<file path="config.mk">
export PLATFORM = sky130hd
export DESIGN_NAME = image_chunk_receive_tracker_flat
export DESIGN_NICKNAME = d
export VERILOG_FILES = /design/src/sv/icrt_pkg.sv /design/src/sv/icrt_in_if.sv /design/src/sv/icrt_out_if.sv /design/src/sv/icrt_crc_unit.sv /design/src/sv/icrt_bitmap.sv /design/src/sv/image_chunk_receive_tracker.sv /design/src/flat_wrapper.sv
export SDC_FILE = /design/constraint.sdc
export NUM_CORES = 2
export LEC_CHECK = 0
export ABC_AREA = 1
export BUFFER_PORTS_ARGS = -buffer_cell sky130_fd_sc_hd__buf_2
export CORE_MARGIN = 4
export CORE_UTILIZATION = 45
export DETAILED_ROUTE_END_ITERATION = 16
export PLACE_DENSITY = 0.58
export SLEW_MARGIN = 10
export SYNTH_ARGS = -nofsm -noshare
export SYNTH_HDL_FRONTEND = slang
export SYNTH_SLANG_ARGS = --single-unit
</file>
<file path="constraint.sdc">
create_clock -name clk -period 7.6 [get_ports clk]
set_input_delay 1.14 -clock clk [delete_from_list [all_inputs] [get_ports clk]]
set_output_delay 1.14 -clock clk [all_outputs]
set_load 0.01 [all_outputs]
</file>
<file path="src/sv/icrt_pkg.sv">
// Shared constants, codes and handshake structs for the image chunk receive tracker.
`timescale 1ns / 1ps

package icrt_pkg;

    // Sizing of the session and the chunk bitmap.
    localparam int MAX_IMAGE_BYTES = 262144;
    localparam int SLOT_BYTES      = 262144;
    localparam int CHUNK_BYTES     = 256;
    localparam int LIMIT_BYTES     = (MAX_IMAGE_BYTES < SLOT_BYTES) ? MAX_IMAGE_BYTES : SLOT_BYTES;
    localparam int MAX_CHUNKS      = (MAX_IMAGE_BYTES + CHUNK_BYTES - 1) / CHUNK_BYTES;
    localparam int CHUNK_SH        = $clog2(CHUNK_BYTES);
    localparam int SIZE_W          = $clog2(LIMIT_BYTES + 1);
    localparam int CNT_W           = $clog2(MAX_CHUNKS + 1);
    localparam int IDX_W           = $clog2(MAX_CHUNKS);
    localparam int ROW_BITS        = 32;
    localparam int COL_W           = $clog2(ROW_BITS);
    localparam int ROWS            = (MAX_CHUNKS + ROW_BITS - 1) / ROW_BITS;
    localparam int ROW_W           = (ROWS > 1) ? $clog2(ROWS) : 1;

    // CRC-32, reflected form.
    localparam logic [31:0] CRC_INIT = 32'hFFFF_FFFF;
    localparam logic [31:0] CRC_POLY = 32'hEDB8_8320;

    // Command codes.
    localparam logic [2:0] CMD_BEGIN  = 3'd0;
    localparam logic [2:0] CMD_CHUNK  = 3'd1;
    localparam logic [2:0] CMD_END    = 3'd2;
    localparam logic [2:0] CMD_VERIFY = 3'd3;
    localparam logic [2:0] CMD_ABORT  = 3'd4;
    localparam logic [2:0] CMD_STATUS = 3'd5;

    // Session phases.
    localparam logic [2:0] PH_IDLE    = 3'd0;
    localparam logic [2:0] PH_RECV    = 3'd1;
    localparam logic [2:0] PH_VERIFY  = 3'd2;
    localparam logic [2:0] PH_READY   = 3'd3;
    localparam logic [2:0] PH_ABORTED = 3'd4;
    localparam logic [2:0] PH_ERROR   = 3'd5;

    // Status codes.
    localparam logic [2:0] ST_OK      = 3'd0;
    localparam logic [2:0] ST_BUSY    = 3'd1;
    localparam logic [2:0] ST_SIZE    = 3'd2;
    localparam logic [2:0] ST_STATE   = 3'd3;
    localparam logic [2:0] ST_PARAM   = 3'd4;
    localparam logic [2:0] ST_MISSING = 3'd5;
    localparam logic [2:0] ST_CRC     = 3'd6;

    // Bitmap requests and responses.
    typedef struct packed {
        logic             clear;
        logic             mark;
        logic [IDX_W-1:0] idx;
    } bm_req_t;

    typedef struct packed {
        logic             busy;
        logic             done;
        logic             was_new;
        logic [CNT_W-1:0] ptr;
    } bm_rsp_t;

    // CRC unit requests and responses.
    typedef struct packed {
        logic        start;
        logic [31:0] crc;
        logic [7:0]  data;
    } crc_req_t;

    typedef struct packed {
        logic        busy;
        logic        done;
        logic [31:0] crc;
    } crc_rsp_t;

endpackage

</file>
<file path="src/sv/icrt_in_if.sv">
// Command channel interface: valid, ready and the command payload.
`timescale 1ns / 1ps

interface icrt_in_if;
    logic        valid;
    logic        ready;
    logic [2:0]  cmd;
    logic [31:0] image_bytes;
    logic [31:0] expected_crc;
    logic [31:0] chunk_offset;
    logic [15:0] chunk_length;
    logic [7:0]  verify_data;

    modport source (output valid, cmd, image_bytes, expected_crc, chunk_offset,
                    chunk_length, verify_data, input ready);
    modport sink (input valid, cmd, image_bytes, expected_crc, chunk_offset,
                  chunk_length, verify_data, output ready);
endinterface

</file>
<file path="src/sv/icrt_out_if.sv">
// Result channel interface: valid, ready and the status payload.
`timescale 1ns / 1ps

interface icrt_out_if;
    logic        valid;
    logic        ready;
    logic [2:0]  status_code;
    logic [2:0]  phase_out;
    logic        write_needed;
    logic [18:0] gap_offset;
    logic [10:0] blocks_done;
    logic [18:0] bytes_done;
    logic [10:0] blocks_total;
    logic [2:0]  error_latched;

    modport source (output valid, status_code, phase_out, write_needed, gap_offset,
                    blocks_done, bytes_done, blocks_total, error_latched, input ready);
    modport sink (input valid, status_code, phase_out, write_needed, gap_offset,
                  blocks_done, bytes_done, blocks_total, error_latched, output ready);
endinterface

</file>
<file path="src/sv/icrt_crc_unit.sv">
// Bit-serial CRC-32 unit: folds one byte into the running CRC.
`timescale 1ns / 1ps

module icrt_crc_unit (
    input  logic               clk,
    input  logic               rst_n,
    input  icrt_pkg::crc_req_t req,
    output icrt_pkg::crc_rsp_t rsp
);
    import icrt_pkg::*;

    logic [31:0] crc_reg;
    logic [31:0] crc_next;
    logic [2:0]  cnt_reg;
    logic [2:0]  cnt_next;
    logic        busy_reg;
    logic        busy_next;
    logic        done_reg;
    logic        done_next;

    // One polynomial step per cycle while busy.
    always_comb
    begin
        crc_next  = crc_reg;
        cnt_next  = cnt_reg;
        busy_next = busy_reg;
        done_next = 1'b0;
        if (busy_reg)
        begin
            crc_next = crc_reg[0] ? ((crc_reg >> 1) ^ CRC_POLY) : (crc_reg >> 1);
            cnt_next = cnt_reg + 3'd1;
            if (cnt_reg == 3'd7)
            begin
                busy_next = 1'b0;
                done_next = 1'b1;
            end
        end
        else if (req.start)
        begin
            crc_next  = req.crc ^ {24'd0, req.data};
            cnt_next  = 3'd0;
            busy_next = 1'b1;
        end
    end

    always_ff @(posedge clk or negedge rst_n)
    begin
        if (!rst_n)
        begin
            cnt_reg  <= 3'd0;
            busy_reg <= 1'b0;
            done_reg <= 1'b0;
        end
        else
        begin
            cnt_reg  <= cnt_next;
            busy_reg <= busy_next;
            done_reg <= done_next;
        end
    end

    // The CRC value itself is payload.
    always_ff @(posedge clk)
    begin
        crc_reg <= crc_next;
    end

    assign rsp.busy = busy_reg;
    assign rsp.done = done_reg;
    assign rsp.crc  = crc_reg;

endmodule

</file>
<file path="src/sv/icrt_bitmap.sv">
// Chunk bitmap memory with clear sweep, test-and-set and first-missing pointer scan.
`timescale 1ns / 1ps

module icrt_bitmap (
    input  logic              clk,
    input  logic              rst_n,
    input  icrt_pkg::bm_req_t req,
    output icrt_pkg::bm_rsp_t rsp
);
    import icrt_pkg::*;

    localparam logic [2:0] BM_IDLE    = 3'd0;
    localparam logic [2:0] BM_CLEAR   = 3'd1;
    localparam logic [2:0] BM_MARK    = 3'd2;
    localparam logic [2:0] BM_SCAN_RD = 3'd3;
    localparam logic [2:0] BM_SCAN    = 3'd4;

    logic [ROW_BITS-1:0] mem [ROWS];

    logic [2:0]          state_reg;
    logic [2:0]          state_next;
    logic [ROW_W-1:0]    row_cnt_reg;
    logic [ROW_W-1:0]    row_cnt_next;
    logic [CNT_W-1:0]    ptr_reg;
    logic [CNT_W-1:0]    ptr_next;
    logic [IDX_W-1:0]    idx_reg;
    logic [IDX_W-1:0]    idx_next;
    logic                done_reg;
    logic                done_next;
    logic                new_reg;
    logic                new_next;
    logic [ROW_BITS-1:0] rd_data_reg;

    logic [ROW_W-1:0]    rd_addr;
    logic                wr_en;
    logic [ROW_W-1:0]    wr_addr;
    logic [ROW_BITS-1:0] wr_data;
    logic [ROW_W-1:0]    mark_row;
    logic [COL_W-1:0]    mark_col;
    logic                hit;
    logic [ROW_BITS-1:0] marked;
    logic [ROW_BITS-1:0] scan_word;
    logic [COL_W-1:0]    scan_start;
    logic [ROW_W-1:0]    scan_row;
    logic [ROW_BITS-1:0] free_bits;
    logic                found;
    logic [CNT_W-1:0]    scan_ptr;
    logic                last_row;

    // Lowest set bit of one bitmap row.
    function automatic logic [COL_W-1:0] low_one(input logic [ROW_BITS-1:0] v);
        logic [COL_W-1:0] r;
        r = '0;
        for (int i = ROW_BITS - 1; i >= 0; i--)
        begin
            if (v[i])
            begin
                r = COL_W'(i);
            end
        end
        return r;
    endfunction

    // Row and bit of the chunk being marked.
    assign mark_row = idx_reg[IDX_W-1:COL_W];
    assign mark_col = idx_reg[COL_W-1:0];
    assign hit      = rd_data_reg[mark_col];
    assign marked   = rd_data_reg | (ROW_BITS'(1) << mark_col);

    // Scan step: the first clear bit at or after the start column of one row.
    assign scan_word  = (state_reg == BM_MARK) ? marked : rd_data_reg;
    assign scan_start = (state_reg == BM_MARK) ? mark_col : '0;
    assign scan_row   = (state_reg == BM_MARK) ? mark_row : ptr_reg[IDX_W-1:COL_W];
    assign free_bits  = ~scan_word & ({ROW_BITS{1'b1}} << scan_start);
    assign found      = |free_bits;
    assign last_row   = (scan_row == ROW_W'(ROWS - 1));
    assign scan_ptr   = found ? CNT_W'({scan_row, low_one(free_bits)})
                              : CNT_W'({(ROW_W + 1)'(scan_row) + (ROW_W + 1)'(1),
                                        {COL_W{1'b0}}});

    // Memory addressing.
    assign rd_addr = (state_reg == BM_IDLE) ? req.idx[IDX_W-1:COL_W] : ptr_reg[IDX_W-1:COL_W];
    assign wr_en   = (state_reg == BM_CLEAR) || ((state_reg == BM_MARK) && !hit);
    assign wr_addr = (state_reg == BM_CLEAR) ? row_cnt_reg : mark_row;
    assign wr_data = (state_reg == BM_CLEAR) ? '0 : marked;

    // Sequencer.
    always_comb
    begin
        state_next   = state_reg;
        row_cnt_next = row_cnt_reg;
        ptr_next     = ptr_reg;
        idx_next     = idx_reg;
        done_next    = 1'b0;
        new_next     = new_reg;
        case (state_reg)
            BM_IDLE:
            begin
                if (req.clear)
                begin
                    state_next   = BM_CLEAR;
                    row_cnt_next = '0;
                    ptr_next     = '0;
                end
                else if (req.mark)
                begin
                    idx_next   = req.idx;
                    state_next = BM_MARK;
                end
            end
            BM_CLEAR:
            begin
                row_cnt_next = row_cnt_reg + ROW_W'(1);
                if (row_cnt_reg == ROW_W'(ROWS - 1))
                begin
                    state_next = BM_IDLE;
                    done_next  = 1'b1;
                end
            end
            BM_MARK:
            begin
                new_next = !hit;
                if (!hit && (CNT_W'(idx_reg) == ptr_reg))
                begin
                    ptr_next = scan_ptr;
                    if (found || last_row)
                    begin
                        state_next = BM_IDLE;
                        done_next  = 1'b1;
                    end
                    else
                    begin
                        state_next = BM_SCAN_RD;
                    end
                end
                else
                begin
                    state_next = BM_IDLE;
                    done_next  = 1'b1;
                end
            end
            BM_SCAN_RD:
            begin
                state_next = BM_SCAN;
            end
            BM_SCAN:
            begin
                ptr_next = scan_ptr;
                if (found || last_row)
                begin
                    state_next = BM_IDLE;
                    done_next  = 1'b1;
                end
                else
                begin
                    state_next = BM_SCAN_RD;
                end
            end
            default:
            begin
                state_next = BM_IDLE;
            end
        endcase
    end

    always_ff @(posedge clk or negedge rst_n)
    begin
        if (!rst_n)
        begin
            state_reg   <= BM_IDLE;
            row_cnt_reg <= '0;
            ptr_reg     <= '0;
            done_reg    <= 1'b0;
            new_reg     <= 1'b0;
        end
        else
        begin
            state_reg   <= state_next;
            row_cnt_reg <= row_cnt_next;
            ptr_reg     <= ptr_next;
            done_reg    <= done_next;
            new_reg     <= new_next;
        end
    end

    // Bitmap storage with a registered read port.
    always_ff @(posedge clk)
    begin
        idx_reg     <= idx_next;
        rd_data_reg <= mem[rd_addr];
        if (wr_en)
        begin
            mem[wr_addr] <= wr_data;
        end
    end

    assign rsp.busy    = (state_reg != BM_IDLE);
    assign rsp.done    = done_reg;
    assign rsp.was_new = new_reg;
    assign rsp.ptr     = ptr_reg;

endmodule

</file>
<file path="src/sv/image_chunk_receive_tracker.sv">
// Top level of the image chunk receive tracker: command sequencer and result register.
//
//  Channel | Dir | Payload                                                | Transfer when
//  in_ch   | in  | cmd, image_bytes, expected_crc, chunk_offset, length, data | valid & ready
//  out_ch  | out | status, phase, write flag, offsets, counts, error        | valid & ready
//
// Status, abort, end and rejected commands go from execute straight to the result; a
// verify byte waits for the bit-serial CRC unit. Begin waits for the bitmap clear sweep
// of 32 rows. A new chunk that fills the first gap also scans bitmap rows, each with a
// read step and a scan step.
// After reset a clear sweep of the bitmap runs before the first command is taken.
// The next command is taken while a result still waits in the output register.
`timescale 1ns / 1ps

module image_chunk_receive_tracker (
    input logic       clk,
    input logic       rst_n,
    icrt_in_if.sink   in_ch,
    icrt_out_if.source out_ch
);
    import icrt_pkg::*;

    localparam logic [2:0] S_INIT      = 3'd0;
    localparam logic [2:0] S_INIT_WAIT = 3'd1;
    localparam logic [2:0] S_IDLE      = 3'd2;
    localparam logic [2:0] S_EXEC      = 3'd3;
    localparam logic [2:0] S_WAIT_BM   = 3'd4;
    localparam logic [2:0] S_WAIT_CRC  = 3'd5;
    localparam logic [2:0] S_DONE      = 3'd6;

    typedef struct packed {
        logic [2:0]        phase;
        logic [CNT_W-1:0]  seen_count;
        logic [SIZE_W-1:0] seen_bytes;
        logic [SIZE_W-1:0] size;
        logic [31:0]       crc;
        logic [31:0]       crc_run;
        logic [SIZE_W-1:0] vcount;
        logic [2:0]        err;
    } sess_t;

    typedef struct packed {
        logic [2:0]        status_code;
        logic [2:0]        phase_out;
        logic              write_needed;
        logic [SIZE_W-1:0] gap_offset;
        logic [CNT_W-1:0]  blocks_done;
        logic [SIZE_W-1:0] bytes_done;
        logic [CNT_W-1:0]  blocks_total;
        logic [2:0]        error_latched;
    } res_t;

    logic [2:0]        state_reg;
    logic [2:0]        state_next;
    sess_t             sess_reg;
    sess_t             sess_next;
    logic [2:0]        st_reg;
    logic [2:0]        st_next;
    logic              wr_reg;
    logic              wr_next;
    logic              out_valid_reg;
    logic              out_valid_next;
    res_t              res_reg;
    res_t              res_next;

    logic [2:0]        cmd_reg;
    logic [31:0]       size_in_reg;
    logic [31:0]       crc_in_reg;
    logic [31:0]       off_reg;
    logic [15:0]       len_reg;
    logic [7:0]        data_reg;

    bm_req_t           bm_req;
    bm_rsp_t           bm_rsp;
    crc_req_t          crc_req;
    crc_rsp_t          crc_rsp;

    logic              in_xfer;
    logic [CNT_W-1:0]  total;
    logic [31:0]       remain;
    logic [SIZE_W-1:0] vcount_inc;
    logic [SIZE_W-1:0] next_off;

    icrt_bitmap u_bitmap (
        .clk   (clk),
        .rst_n (rst_n),
        .req   (bm_req),
        .rsp   (bm_rsp)
    );

    icrt_crc_unit u_crc (
        .clk   (clk),
        .rst_n (rst_n),
        .req   (crc_req),
        .rsp   (crc_rsp)
    );

    // Derived session values.
    assign in_ch.ready = (state_reg == S_IDLE);
    assign in_xfer     = in_ch.valid && in_ch.ready;
    assign total       = CNT_W'(((SIZE_W + 1)'(sess_reg.size) + (SIZE_W + 1)'(CHUNK_BYTES - 1))
                                >> CHUNK_SH);
    assign remain      = 32'(sess_reg.size) - off_reg;
    assign vcount_inc  = sess_reg.vcount + SIZE_W'(1);
    assign next_off    = (bm_rsp.ptr < total) ? SIZE_W'({bm_rsp.ptr, {CHUNK_SH{1'b0}}})
                                              : sess_reg.size;

    // Command sequencer.
    always_comb
    begin
        state_next     = state_reg;
        sess_next      = sess_reg;
        st_next        = st_reg;
        wr_next        = wr_reg;
        res_next       = res_reg;
        out_valid_next = out_valid_reg && !out_ch.ready;
        bm_req         = '0;
        bm_req.idx     = off_reg[CHUNK_SH +: IDX_W];
        crc_req.start  = 1'b0;
        crc_req.crc    = (sess_reg.vcount >= sess_reg.size) ? CRC_INIT : sess_reg.crc_run;
        crc_req.data   = data_reg;
        case (state_reg)
            S_INIT:
            begin
                bm_req.clear = 1'b1;
                state_next   = S_INIT_WAIT;
            end
            S_INIT_WAIT:
            begin
                if (bm_rsp.done)
                begin
                    state_next = S_IDLE;
                end
            end
            S_IDLE:
            begin
                if (in_xfer)
                begin
                    st_next    = ST_OK;
                    wr_next    = 1'b0;
                    state_next = S_EXEC;
                end
            end
            S_EXEC:
            begin
                state_next = S_DONE;
                case (cmd_reg)
                    CMD_BEGIN:
                    begin
                        if ((sess_reg.phase == PH_RECV) || (sess_reg.phase == PH_VERIFY) ||
                            (sess_reg.phase == PH_READY))
                        begin
                            st_next = ST_BUSY;
                        end
                        else if ((size_in_reg == 32'd0) || (size_in_reg > 32'(LIMIT_BYTES)))
                        begin
                            st_next = ST_SIZE;
                        end
                        else
                        begin
                            sess_next.size       = SIZE_W'(size_in_reg);
                            sess_next.crc        = crc_in_reg;
                            sess_next.phase      = PH_RECV;
                            sess_next.err        = ST_OK;
                            sess_next.seen_count = '0;
                            sess_next.seen_bytes = '0;
                            sess_next.crc_run    = CRC_INIT;
                            sess_next.vcount     = '0;
                            bm_req.clear         = 1'b1;
                            state_next           = S_WAIT_BM;
                        end
                    end
                    CMD_CHUNK:
                    begin
                        if (sess_reg.phase != PH_RECV)
                        begin
                            st_next = ST_STATE;
                        end
                        else if ((len_reg == 16'd0) || (32'(len_reg) > 32'(CHUNK_BYTES)))
                        begin
                            st_next         = ST_PARAM;
                            sess_next.err   = ST_PARAM;
                            sess_next.phase = PH_ERROR;
                        end
                        else if ((off_reg >= 32'(sess_reg.size)) || (32'(len_reg) > remain))
                        begin
                            st_next         = ST_SIZE;
                            sess_next.err   = ST_SIZE;
                            sess_next.phase = PH_ERROR;
                        end
                        else if (off_reg[CHUNK_SH-1:0] != '0)
                        begin
                            st_next         = ST_PARAM;
                            sess_next.err   = ST_PARAM;
                            sess_next.phase = PH_ERROR;
                        end
                        else
                        begin
                            bm_req.mark = 1'b1;
                            state_next  = S_WAIT_BM;
                        end
                    end
                    CMD_END:
                    begin
                        if (sess_reg.phase != PH_RECV)
                        begin
                            st_next = ST_STATE;
                        end
                        else if (sess_reg.seen_count < total)
                        begin
                            st_next       = ST_MISSING;
                            sess_next.err = ST_MISSING;
                        end
                        else
                        begin
                            sess_next.phase   = PH_VERIFY;
                            sess_next.crc_run = CRC_INIT;
                            sess_next.vcount  = '0;
                        end
                    end
                    CMD_VERIFY:
                    begin
                        if ((sess_reg.phase != PH_VERIFY) && (sess_reg.phase != PH_READY))
                        begin
                            st_next = ST_STATE;
                        end
                        else
                        begin
                            // A finished pass restarts from the first byte.
                            if (sess_reg.vcount >= sess_reg.size)
                            begin
                                sess_next.vcount = '0;
                            end
                            crc_req.start = 1'b1;
                            state_next    = S_WAIT_CRC;
                        end
                    end
                    CMD_ABORT:
                    begin
                        sess_next.phase = PH_ABORTED;
                        sess_next.err   = ST_OK;
                    end
                    CMD_STATUS:
                    begin
                        st_next = ST_OK;
                    end
                    default:
                    begin
                        st_next = ST_PARAM;
                    end
                endcase
            end
            S_WAIT_BM:
            begin
                if (bm_rsp.done)
                begin
                    if ((cmd_reg == CMD_CHUNK) && bm_rsp.was_new)
                    begin
                        sess_next.seen_count = sess_reg.seen_count + CNT_W'(1);
                        sess_next.seen_bytes = sess_reg.seen_bytes + SIZE_W'(len_reg);
                        wr_next              = 1'b1;
                    end
                    state_next = S_DONE;
                end
            end
            S_WAIT_CRC:
            begin
                if (crc_rsp.done)
                begin
                    sess_next.crc_run = crc_rsp.crc;
                    sess_next.vcount  = vcount_inc;
                    if (vcount_inc >= sess_reg.size)
                    begin
                        if ((crc_rsp.crc ^ CRC_INIT) != sess_reg.crc)
                        begin
                            st_next         = ST_CRC;
                            sess_next.err   = ST_CRC;
                            sess_next.phase = PH_ERROR;
                        end
                        else
                        begin
                            sess_next.phase = PH_READY;
                            sess_next.err   = ST_OK;
                        end
                    end
                    state_next = S_DONE;
                end
            end
            S_DONE:
            begin
                // Load the result once the output register is free.
                if (!out_valid_reg || out_ch.ready)
                begin
                    res_next.status_code   = st_reg;
                    res_next.phase_out     = sess_reg.phase;
                    res_next.write_needed  = wr_reg;
                    res_next.gap_offset    = next_off;
                    res_next.blocks_done   = sess_reg.seen_count;
                    res_next.bytes_done    = sess_reg.seen_bytes;
                    res_next.blocks_total  = total;
                    res_next.error_latched = sess_reg.err;
                    out_valid_next         = 1'b1;
                    state_next             = S_IDLE;
                end
            end
            default:
            begin
                state_next = S_IDLE;
            end
        endcase
    end

    // Control state.
    always_ff @(posedge clk or negedge rst_n)
    begin
        if (!rst_n)
        begin
            state_reg        <= S_INIT;
            sess_reg.phase   <= PH_IDLE;
            sess_reg.seen_count <= '0;
            sess_reg.seen_bytes <= '0;
            sess_reg.size    <= '0;
            sess_reg.crc     <= '0;
            sess_reg.crc_run <= CRC_INIT;
            sess_reg.vcount  <= '0;
            sess_reg.err     <= ST_OK;
            st_reg           <= ST_OK;
            wr_reg           <= 1'b0;
            out_valid_reg    <= 1'b0;
        end
        else
        begin
            state_reg     <= state_next;
            sess_reg      <= sess_next;
            st_reg        <= st_next;
            wr_reg        <= wr_next;
            out_valid_reg <= out_valid_next;
        end
    end

    // Command capture and result payload.
    always_ff @(posedge clk)
    begin
        res_reg <= res_next;
        if (in_xfer)
        begin
            cmd_reg     <= in_ch.cmd;
            size_in_reg <= in_ch.image_bytes;
            crc_in_reg  <= in_ch.expected_crc;
            off_reg     <= in_ch.chunk_offset;
            len_reg     <= in_ch.chunk_length;
            data_reg    <= in_ch.verify_data;
        end
    end

    // Result channel.
    assign out_ch.valid         = out_valid_reg;
    assign out_ch.status_code   = res_reg.status_code;
    assign out_ch.phase_out     = res_reg.phase_out;
    assign out_ch.write_needed  = res_reg.write_needed;
    assign out_ch.gap_offset    = res_reg.gap_offset;
    assign out_ch.blocks_done   = res_reg.blocks_done;
    assign out_ch.bytes_done    = res_reg.bytes_done;
    assign out_ch.blocks_total  = res_reg.blocks_total;
    assign out_ch.error_latched = res_reg.error_latched;

    // A chunk flagged for writing always reports success.
    a_write_ok: assert property (@(posedge clk) disable iff (!rst_n)
        (out_valid_reg && res_reg.write_needed) |-> (res_reg.status_code == ST_OK))
        else $error("write flag set on a failed result");

    // Distinct chunks never exceed the chunks of the session.
    a_count_bound: assert property (@(posedge clk) disable iff (!rst_n)
        sess_reg.seen_count <= total)
        else $error("seen chunk count above session total");

    // The CRC unit only runs while the sequencer waits for it.
    a_crc_owner: assert property (@(posedge clk) disable iff (!rst_n)
        crc_rsp.busy |-> (state_reg == S_WAIT_CRC))
        else $error("CRC unit busy outside verify");

    // The first-missing pointer stays within the bitmap.
    a_ptr_bound: assert property (@(posedge clk) disable iff (!rst_n)
        bm_rsp.ptr <= CNT_W'(MAX_CHUNKS))
        else $error("bitmap pointer out of range");

endmodule
</file>
<file path="src/flat_wrapper.sv">
// flat-port wrapper written by rule: the top's interface ports become plain ports
module image_chunk_receive_tracker_flat import icrt_pkg::*;
  (clk, rst_n, in_ch_valid, in_ch_cmd, in_ch_image_bytes, in_ch_expected_crc, in_ch_chunk_offset, in_ch_chunk_length, in_ch_verify_data, in_ch_ready, out_ch_valid, out_ch_status_code, out_ch_phase_out, out_ch_write_needed, out_ch_gap_offset, out_ch_blocks_done, out_ch_bytes_done, out_ch_blocks_total, out_ch_error_latched, out_ch_ready);
  icrt_in_if in_ch_i ();
  icrt_out_if out_ch_i ();
  input logic clk;
  input logic rst_n;
  input wire logic [$bits(in_ch_i.valid)-1:0] in_ch_valid;
  input wire logic [$bits(in_ch_i.cmd)-1:0] in_ch_cmd;
  input wire logic [$bits(in_ch_i.image_bytes)-1:0] in_ch_image_bytes;
  input wire logic [$bits(in_ch_i.expected_crc)-1:0] in_ch_expected_crc;
  input wire logic [$bits(in_ch_i.chunk_offset)-1:0] in_ch_chunk_offset;
  input wire logic [$bits(in_ch_i.chunk_length)-1:0] in_ch_chunk_length;
  input wire logic [$bits(in_ch_i.verify_data)-1:0] in_ch_verify_data;
  output wire logic [$bits(in_ch_i.ready)-1:0] in_ch_ready;
  output wire logic [$bits(out_ch_i.valid)-1:0] out_ch_valid;
  output wire logic [$bits(out_ch_i.status_code)-1:0] out_ch_status_code;
  output wire logic [$bits(out_ch_i.phase_out)-1:0] out_ch_phase_out;
  output wire logic [$bits(out_ch_i.write_needed)-1:0] out_ch_write_needed;
  output wire logic [$bits(out_ch_i.gap_offset)-1:0] out_ch_gap_offset;
  output wire logic [$bits(out_ch_i.blocks_done)-1:0] out_ch_blocks_done;
  output wire logic [$bits(out_ch_i.bytes_done)-1:0] out_ch_bytes_done;
  output wire logic [$bits(out_ch_i.blocks_total)-1:0] out_ch_blocks_total;
  output wire logic [$bits(out_ch_i.error_latched)-1:0] out_ch_error_latched;
  input wire logic [$bits(out_ch_i.ready)-1:0] out_ch_ready;
  assign in_ch_i.valid = in_ch_valid;
  assign in_ch_i.cmd = in_ch_cmd;
  assign in_ch_i.image_bytes = in_ch_image_bytes;
  assign in_ch_i.expected_crc = in_ch_expected_crc;
  assign in_ch_i.chunk_offset = in_ch_chunk_offset;
  assign in_ch_i.chunk_length = in_ch_chunk_length;
  assign in_ch_i.verify_data = in_ch_verify_data;
  assign in_ch_ready = in_ch_i.ready;
  assign out_ch_valid = out_ch_i.valid;
  assign out_ch_status_code = out_ch_i.status_code;
  assign out_ch_phase_out = out_ch_i.phase_out;
  assign out_ch_write_needed = out_ch_i.write_needed;
  assign out_ch_gap_offset = out_ch_i.gap_offset;
  assign out_ch_blocks_done = out_ch_i.blocks_done;
  assign out_ch_bytes_done = out_ch_i.bytes_done;
  assign out_ch_blocks_total = out_ch_i.blocks_total;
  assign out_ch_error_latched = out_ch_i.error_latched;
  assign out_ch_i.ready = out_ch_ready;
  image_chunk_receive_tracker u_core (.clk(clk), .rst_n(rst_n), .in_ch(in_ch_i), .out_ch(out_ch_i));
endmodule
</file>
Word level (Yosys, flattened, before mapping)
Memories as Yosys holds them, arrays and structs flattened. A register that Yosys moved wholly into a read port is not among the register bits.
Index checks and enable logic that the tools add are counted.
{ "word_totals": {"ff_bits": 407, "ram_bits": 1024, "in_bits": 127, "wordCells": 316, "memories": 1} }
{ "classes": {"addsub": 8, "magnitude_cmp": 9, "n_eq_ne": 58, "n_shift": 2, "muxes": 147, "bitwise_logic": 9, "reduce_logical": 45} }
{ "memory_table": {"columns": ["memory", "words", "word_bits", "read_ports", "rd_ports_with_merged_regs", "wr", "line_no", "rtl"], "rows": [
  ["u_core.u_bitmap.mem", 32, 32, 1, 1, 1, "icrt_bitmap.sv:18", "logic [ROW_BITS-1:0] mem [ROWS];"]
]} }
{ "ops": {"columns": ["operator", "count"], "rows": [
  ["two-way mux 138 bit", 2],
  ["two-way mux 32 bit", 6],
  ["two-way mux 5 bit", 37],
  ["two-way mux 3 bit", 40],
  ["two-way mux 54 bit", 2],
  ["case mux 54 bit (2 select lines)", 1],
  ["two-way mux 81 bit", 1],
  ["NOT 32 bit", 2],
  ["case mux 32 bit (2 select lines)", 1],
  ["two-way mux 30 bit", 2],
  ["case mux 30 bit (2 select lines)", 1],
  ["two-way mux 19 bit", 3],
  ["case mux 19 bit (3 select lines)", 1],
  ["two-way mux 51 bit", 1],
  [">= comparator 19 bit", 2],
  ["two-way mux 11 bit", 3],
  ["case mux 11 bit (3 select lines)", 1],
  ["AND 32 bit", 1],
  [">= comparator 32 x 19 -> 1 bit", 1],
  ["greater-than comparator 16 x 32 -> 1 bit", 1],
  ["greater-than comparator 32 x 19 -> 1 bit (second input constant)", 1],
  ["logical NOT 32 bit", 1],
  ["!= test 32 bit", 1],
  ["bitwise OR 32 bit", 1],
  ["60 further kinds", 165]
]} }

Depth between registers and ports, before layout
{ "logic_depth": {"depth_word": 40, "ltp_mapped": 38} }

Cells and area by module
From an unflattened synthesis, not the netlist that was laid out.
{ "unflattened": {"cells_unflattened": 5621, "hier_area_um2": 63932.6} }
{ "by_module_without_submodules": {"columns": ["mod", "instances", "cells_each", "area_each_um2", "seq_area_each_um2"], "rows": [
  ["icrt_bitmap", 1, 3301, 43434.2, 32215.9],
  ["image_chunk_receive_tracker", 1, 2089, 18591.6, 9489.1],
  ["icrt_crc_unit", 1, 231, 1906.8, 1086.0]
]} }

Least setup slack after synthesis
No wires, ideal clock.
{ "synth_path": {"path_type": "input to register", "startpoint": "input port in_ch_valid", "endpoint": "register u_core.cmd_reg[0], enable pin", "setup_ns": 0.606, "t_arrival_ns": 6.585, "setup_slack_ns": 0.409, "stages": 3, "path_buffers": 0, "path_cell_list": "nor2_1 > a211o_1 > nor2_1"} }
{ "synth_via": {"elab_chain_len": 1} }
{ "synth_lines": {"columns": ["element", "line_no", "rtl"], "rows": [
  ["start: declaration", "flat_wrapper.sv:8", "input wire logic [$bits(in_ch_i.valid)-1:0] in_ch_valid;"],
  ["logical AND 1 bit", "image_chunk_receive_tracker.sv:100", "assign in_xfer = in_ch.valid && in_ch.ready;"],
  ["net u_core.in_xfer", "image_chunk_receive_tracker.sv:78", "logic in_xfer;"],
  ["end signal: assignment", "image_chunk_receive_tracker.sv:347", "cmd_reg <= in_ch.cmd;"],
  ["end: declaration", "image_chunk_receive_tracker.sv:66", "logic [2:0] cmd_reg;"]
]} }
The timed path passes the listed nets, and every way through them passes these cells.
A chain may end at the register's enable or synchronous reset.

Worst setup path in the final report
{ "layout_path": {"startpoint": "register u_core.sess_reg[87] (netlist bit)", "endpoint": "register u_core.sess_reg[47] (netlist bit)"} }
{ "layout_via": {"elab_chain_len": 4} }
{ "layout_lines": {"columns": ["element", "line_no", "rtl"], "rows": [
  ["start: declaration", "image_chunk_receive_tracker.sv:55", "sess_t sess_reg;"],
  ["start signal: assignment", "image_chunk_receive_tracker.sv:334", "sess_reg <= sess_next;"],
  ["adder 19 x 8 -> 19 bit", "image_chunk_receive_tracker.sv:101", "assign total = CNT_W'(((SIZE_W + 1)'(sess_reg.size) + (SIZE_W + 1)'(CHUNK_BYTES - 1))"],
  ["net u_core.total[10]", "image_chunk_receive_tracker.sv:79", "logic [CNT_W-1:0] total;"],
  ["< comparator 11 bit", "image_chunk_receive_tracker.sv:209", "else if (sess_reg.seen_count < total)"],
  ["!= test 3 bit (no line)", null, null],
  ["AND reduction 7 bit (no line)", null, null]
]} }
The timed path passes the listed nets, and every way through them passes these cells.

==> results.sh <==
export IMPL_routedWlPerCell_um=25.4
export IMPL_vdd_drop_max_mv=0.194
export IMPL_drt_iter0_markers=4441
export IMPL_grt_use_total_pct=25.4
export IMPL_antenna_found_initial=3
export IMPL_syn_to_final_growth_pct=14.0
export IMPL_fin_skew_ps=33.0
export IMPL_grt_max_degree=187
export IMPL_cts_tree="yes"
export IMPL_outcome="complete, no violations"
export IMPL_vias=43500
export IMPL_slew_viol_final=0
export IMPL_largest_reg_flops=1024
export IMPL_vias_per_cell=5.90
export IMPL_ys_warn_count=0
export IMPL_synth_seq_cells=1463
export IMPL_place_gp_congestion=0.925
export IMPL_setup_tns_ps=0
export IMPL_first_global_vias=42000
export IMPL_holdBufCountCts=0
export IMPL_max_slew_worst_pin_slew_ps=1360
export IMPL_post_route_util_pct=51.7
export IMPL_netlist_area_um2=62500
export IMPL_clk_path_buf_depth=3
export IMPL_wirelength_met1_um=80500
export IMPL_grt_pass1_wl_um=279000
export IMPL_clock_fmax_ghz=0.204
export IMPL_synth_edff_count=1259
export IMPL_layout_area_seq_um2=42800
export IMPL_pin_count=199
export IMPL_total_power_mw=16.3
export IMPL_worst_r2r_cell_count=31
export IMPL_synth_main_ff_cell="edfxtp_1"
export IMPL_start_util_pct=45.4
export IMPL_drc=0
export IMPL_clock_latency_ps=800
export IMPL_cts_sinks=1463
export IMPL_cts_root_buf="clkbuf_16"
export IMPL_async_reset_ff_share_pct=11.8
export IMPL_seq_area_frac_synth_pct=68.4
export IMPL_max_cap_violations=0
export IMPL_wl_um=188000
export IMPL_first_pass_iters=6
export IMPL_slew_headroom_pct=9.40
export IMPL_synth_top_cell_area_share_pct=60.5
export IMPL_fin_crit_sh_pct=64.5
export IMPL_worstSetupPathType="register to register"
export IMPL_fill_cells=11900
export IMPL_final_nets=5700
export IMPL_cts_buffers=156
export IMPL_slowest_delay_ps=500
export IMPL_wl_met3_um=13800
export IMPL_ant_nets=0
export IMPL_synth_area_top_cells="edfxtp_1 60%, dfrtp_1 5.6%, o21ai_0 5.4%, nor2_1 4.4%, nand2_1 3.1%"
export IMPL_critPathLaunchType="register"
export IMPL_arrival_ps=5620
export IMPL_crit_required_ps=8320
export IMPL_dpl_hpwl_um=111000
export IMPL_dieArea_um2=145000
export IMPL_synth_cell_types=65
export IMPL_worst_path_max_delay_cell="buf_4"
export IMPL_path_max_fanout=57
export IMPL_cts_setup_buffers=0
export IMPL_grt_setup_unrepaired="false"
export IMPL_p_leak_nw=25.3
export IMPL_yosysTopAreaCell="edfxtp_1"
export IMPL_finalHoldViolations=0
export IMPL_hp_class="primary input to asynchronous set/reset pin"
export IMPL_die_x_um=381
export IMPL_drive_gt1_share_pct=12.9
export IMPL_multiInputGateArea_um2=17800
export IMPL_num_rows=136
export IMPL_fp_dieH_um=381
export IMPL_insertedDiodeCount=0
export IMPL_htree_levels=4
export IMPL_syn_nets=5522
export IMPL_core_area_um2=138000
export IMPL_synth_area_per_cell_um2=11.9
export IMPL_top_layer_used="met4"
export IMPL_routed_wl_met2_um=88500
export IMPL_end_kind="register"
export IMPL_clk_pin_slew_ps=60
export IMPL_cellPowerDensity_nw_per_um2=229
export IMPL_cts_repair_resized=0
export IMPL_io_buffers=198
export IMPL_period_needed_ps=4900
export IMPL_setup_viol=0
export IMPL_synth_cells=5276
export IMPL_grt_ovfl_total=0
Yosys cell counts (all sizes together), types with 7 or more instances:
cell type	instances
a211oi	12
a21oi	151
a31oi	68
a32oi	12
buf	36
clkbuf	248
dfrtp	140
dfstp	32
dfxtp	32
edfxtp	1259
ha	117
inv	367
mux2i	8
nand2	530
nand3	154
nand4	40
nor2	744
nor3	47
nor4	25
o2111ai	7
o211ai	64
o21a	20
o21ai	709
o221ai	214
o22ai	67
o31ai	10
or2	18
xnor2	15
xor2	61
layout make-up:
type	instances	area share, %
inverter	371	1.98
multi-input combinational	3158	24.9
clock inverter	84	1.26
sequential	1463	60.0
clock buffer	207	6.00
timing repair buffer	304	2.67
tap	1794	3.15
kinds of logic (layout without fill, tap and decap cells):
kind of cell	count (synthesis)	count (layout)	synth area share, %
buffers and inverters	655	966	3.98
adders and majority gates	119	119	2.41
AOI/OAI and AO/OA	1382	1382	13.5
xor gates and xnor gates	76	76	1.06
muxes	8	8	0.128
and+or+nand+nor	1573	1573	10.5
DFF	1463	1463	68.4
routing by layer:
layer  global-route usage, %  vias to the layer above
met3                    4.20                      290
met4                    7.26                        0
met2                    40.8                     1797
li1                        -                    19700
met1                    35.8                    21800
met5                       0                        -
cells in the final DEF, fill, tap and decap left out, types with 34 or more instances in the layout:
cell and n:
ha_1 117, nor3_1 37, nand3_1 150, dfrtp_1 140
buf_4 98, o21ai_1 36, buf_2 197, clkbuf_1 34
o211ai_1 64, o22ai_1 67, a31oi_1 67, edfxtp_1 1259
nand4_1 40, clkbuf_16 157, o221ai_1 214, inv_1 350
nor2_4 37, xor2_1 61, a21oi_1 119, nor2_1 701
nand2_1 521, o21ai_0 668
per-stage QoR:
stage               hold slack [ps]  area [µm²]  instances  worst slack (ps)
global route                    373       71300       7381              2170
global placement                430       66000       7089              2770
finish                          368       71300       7381              2700
detailed placement              435       66100       7090              2790
floorplan                       425       62500       5276               409
CTS                             346       71300       7381              2720
critical path: cells and delay by family (launching register included):
kind	cells	cell delay [ps]
compound gates	4	780
fa+ha+maj	1	320
flops	1	420
simple gates	15	1900
xor+xnor	1	210
buf+inv	10	1180
power by group:
part	leakage [nW]	switching (mW)	total, mW	internal (mW)
Clock	2.53	3.20	7.66	4.46
Sequential	13.9	0.000151	8.62	8.62
Combinational	8.88	0.0337	0.0574	0.0236
Total	25.3	3.23	16.3	13.1
worst paths after layout:
check / end / slack [ps] / from
max in group asynchronous: u_core.u_crc.cnt_reg[1] / 5860 / rst_n
worst min-delay path: u_core.sess_reg[119] / 370 / rst_n
worst min register to register: u_core.sess_reg[66] / 450 / u_core.crc_in_reg[12]
worst max-delay path: u_core.sess_reg[47] / 2700 / u_core.sess_reg[87]
worst max register to register: u_core.sess_reg[47] / 2700 / u_core.sess_reg[87]
min in group clk: u_core.sess_reg[66] / 450 / u_core.crc_in_reg[12]
Note: power is estimated with default switching activity, not from simulation.
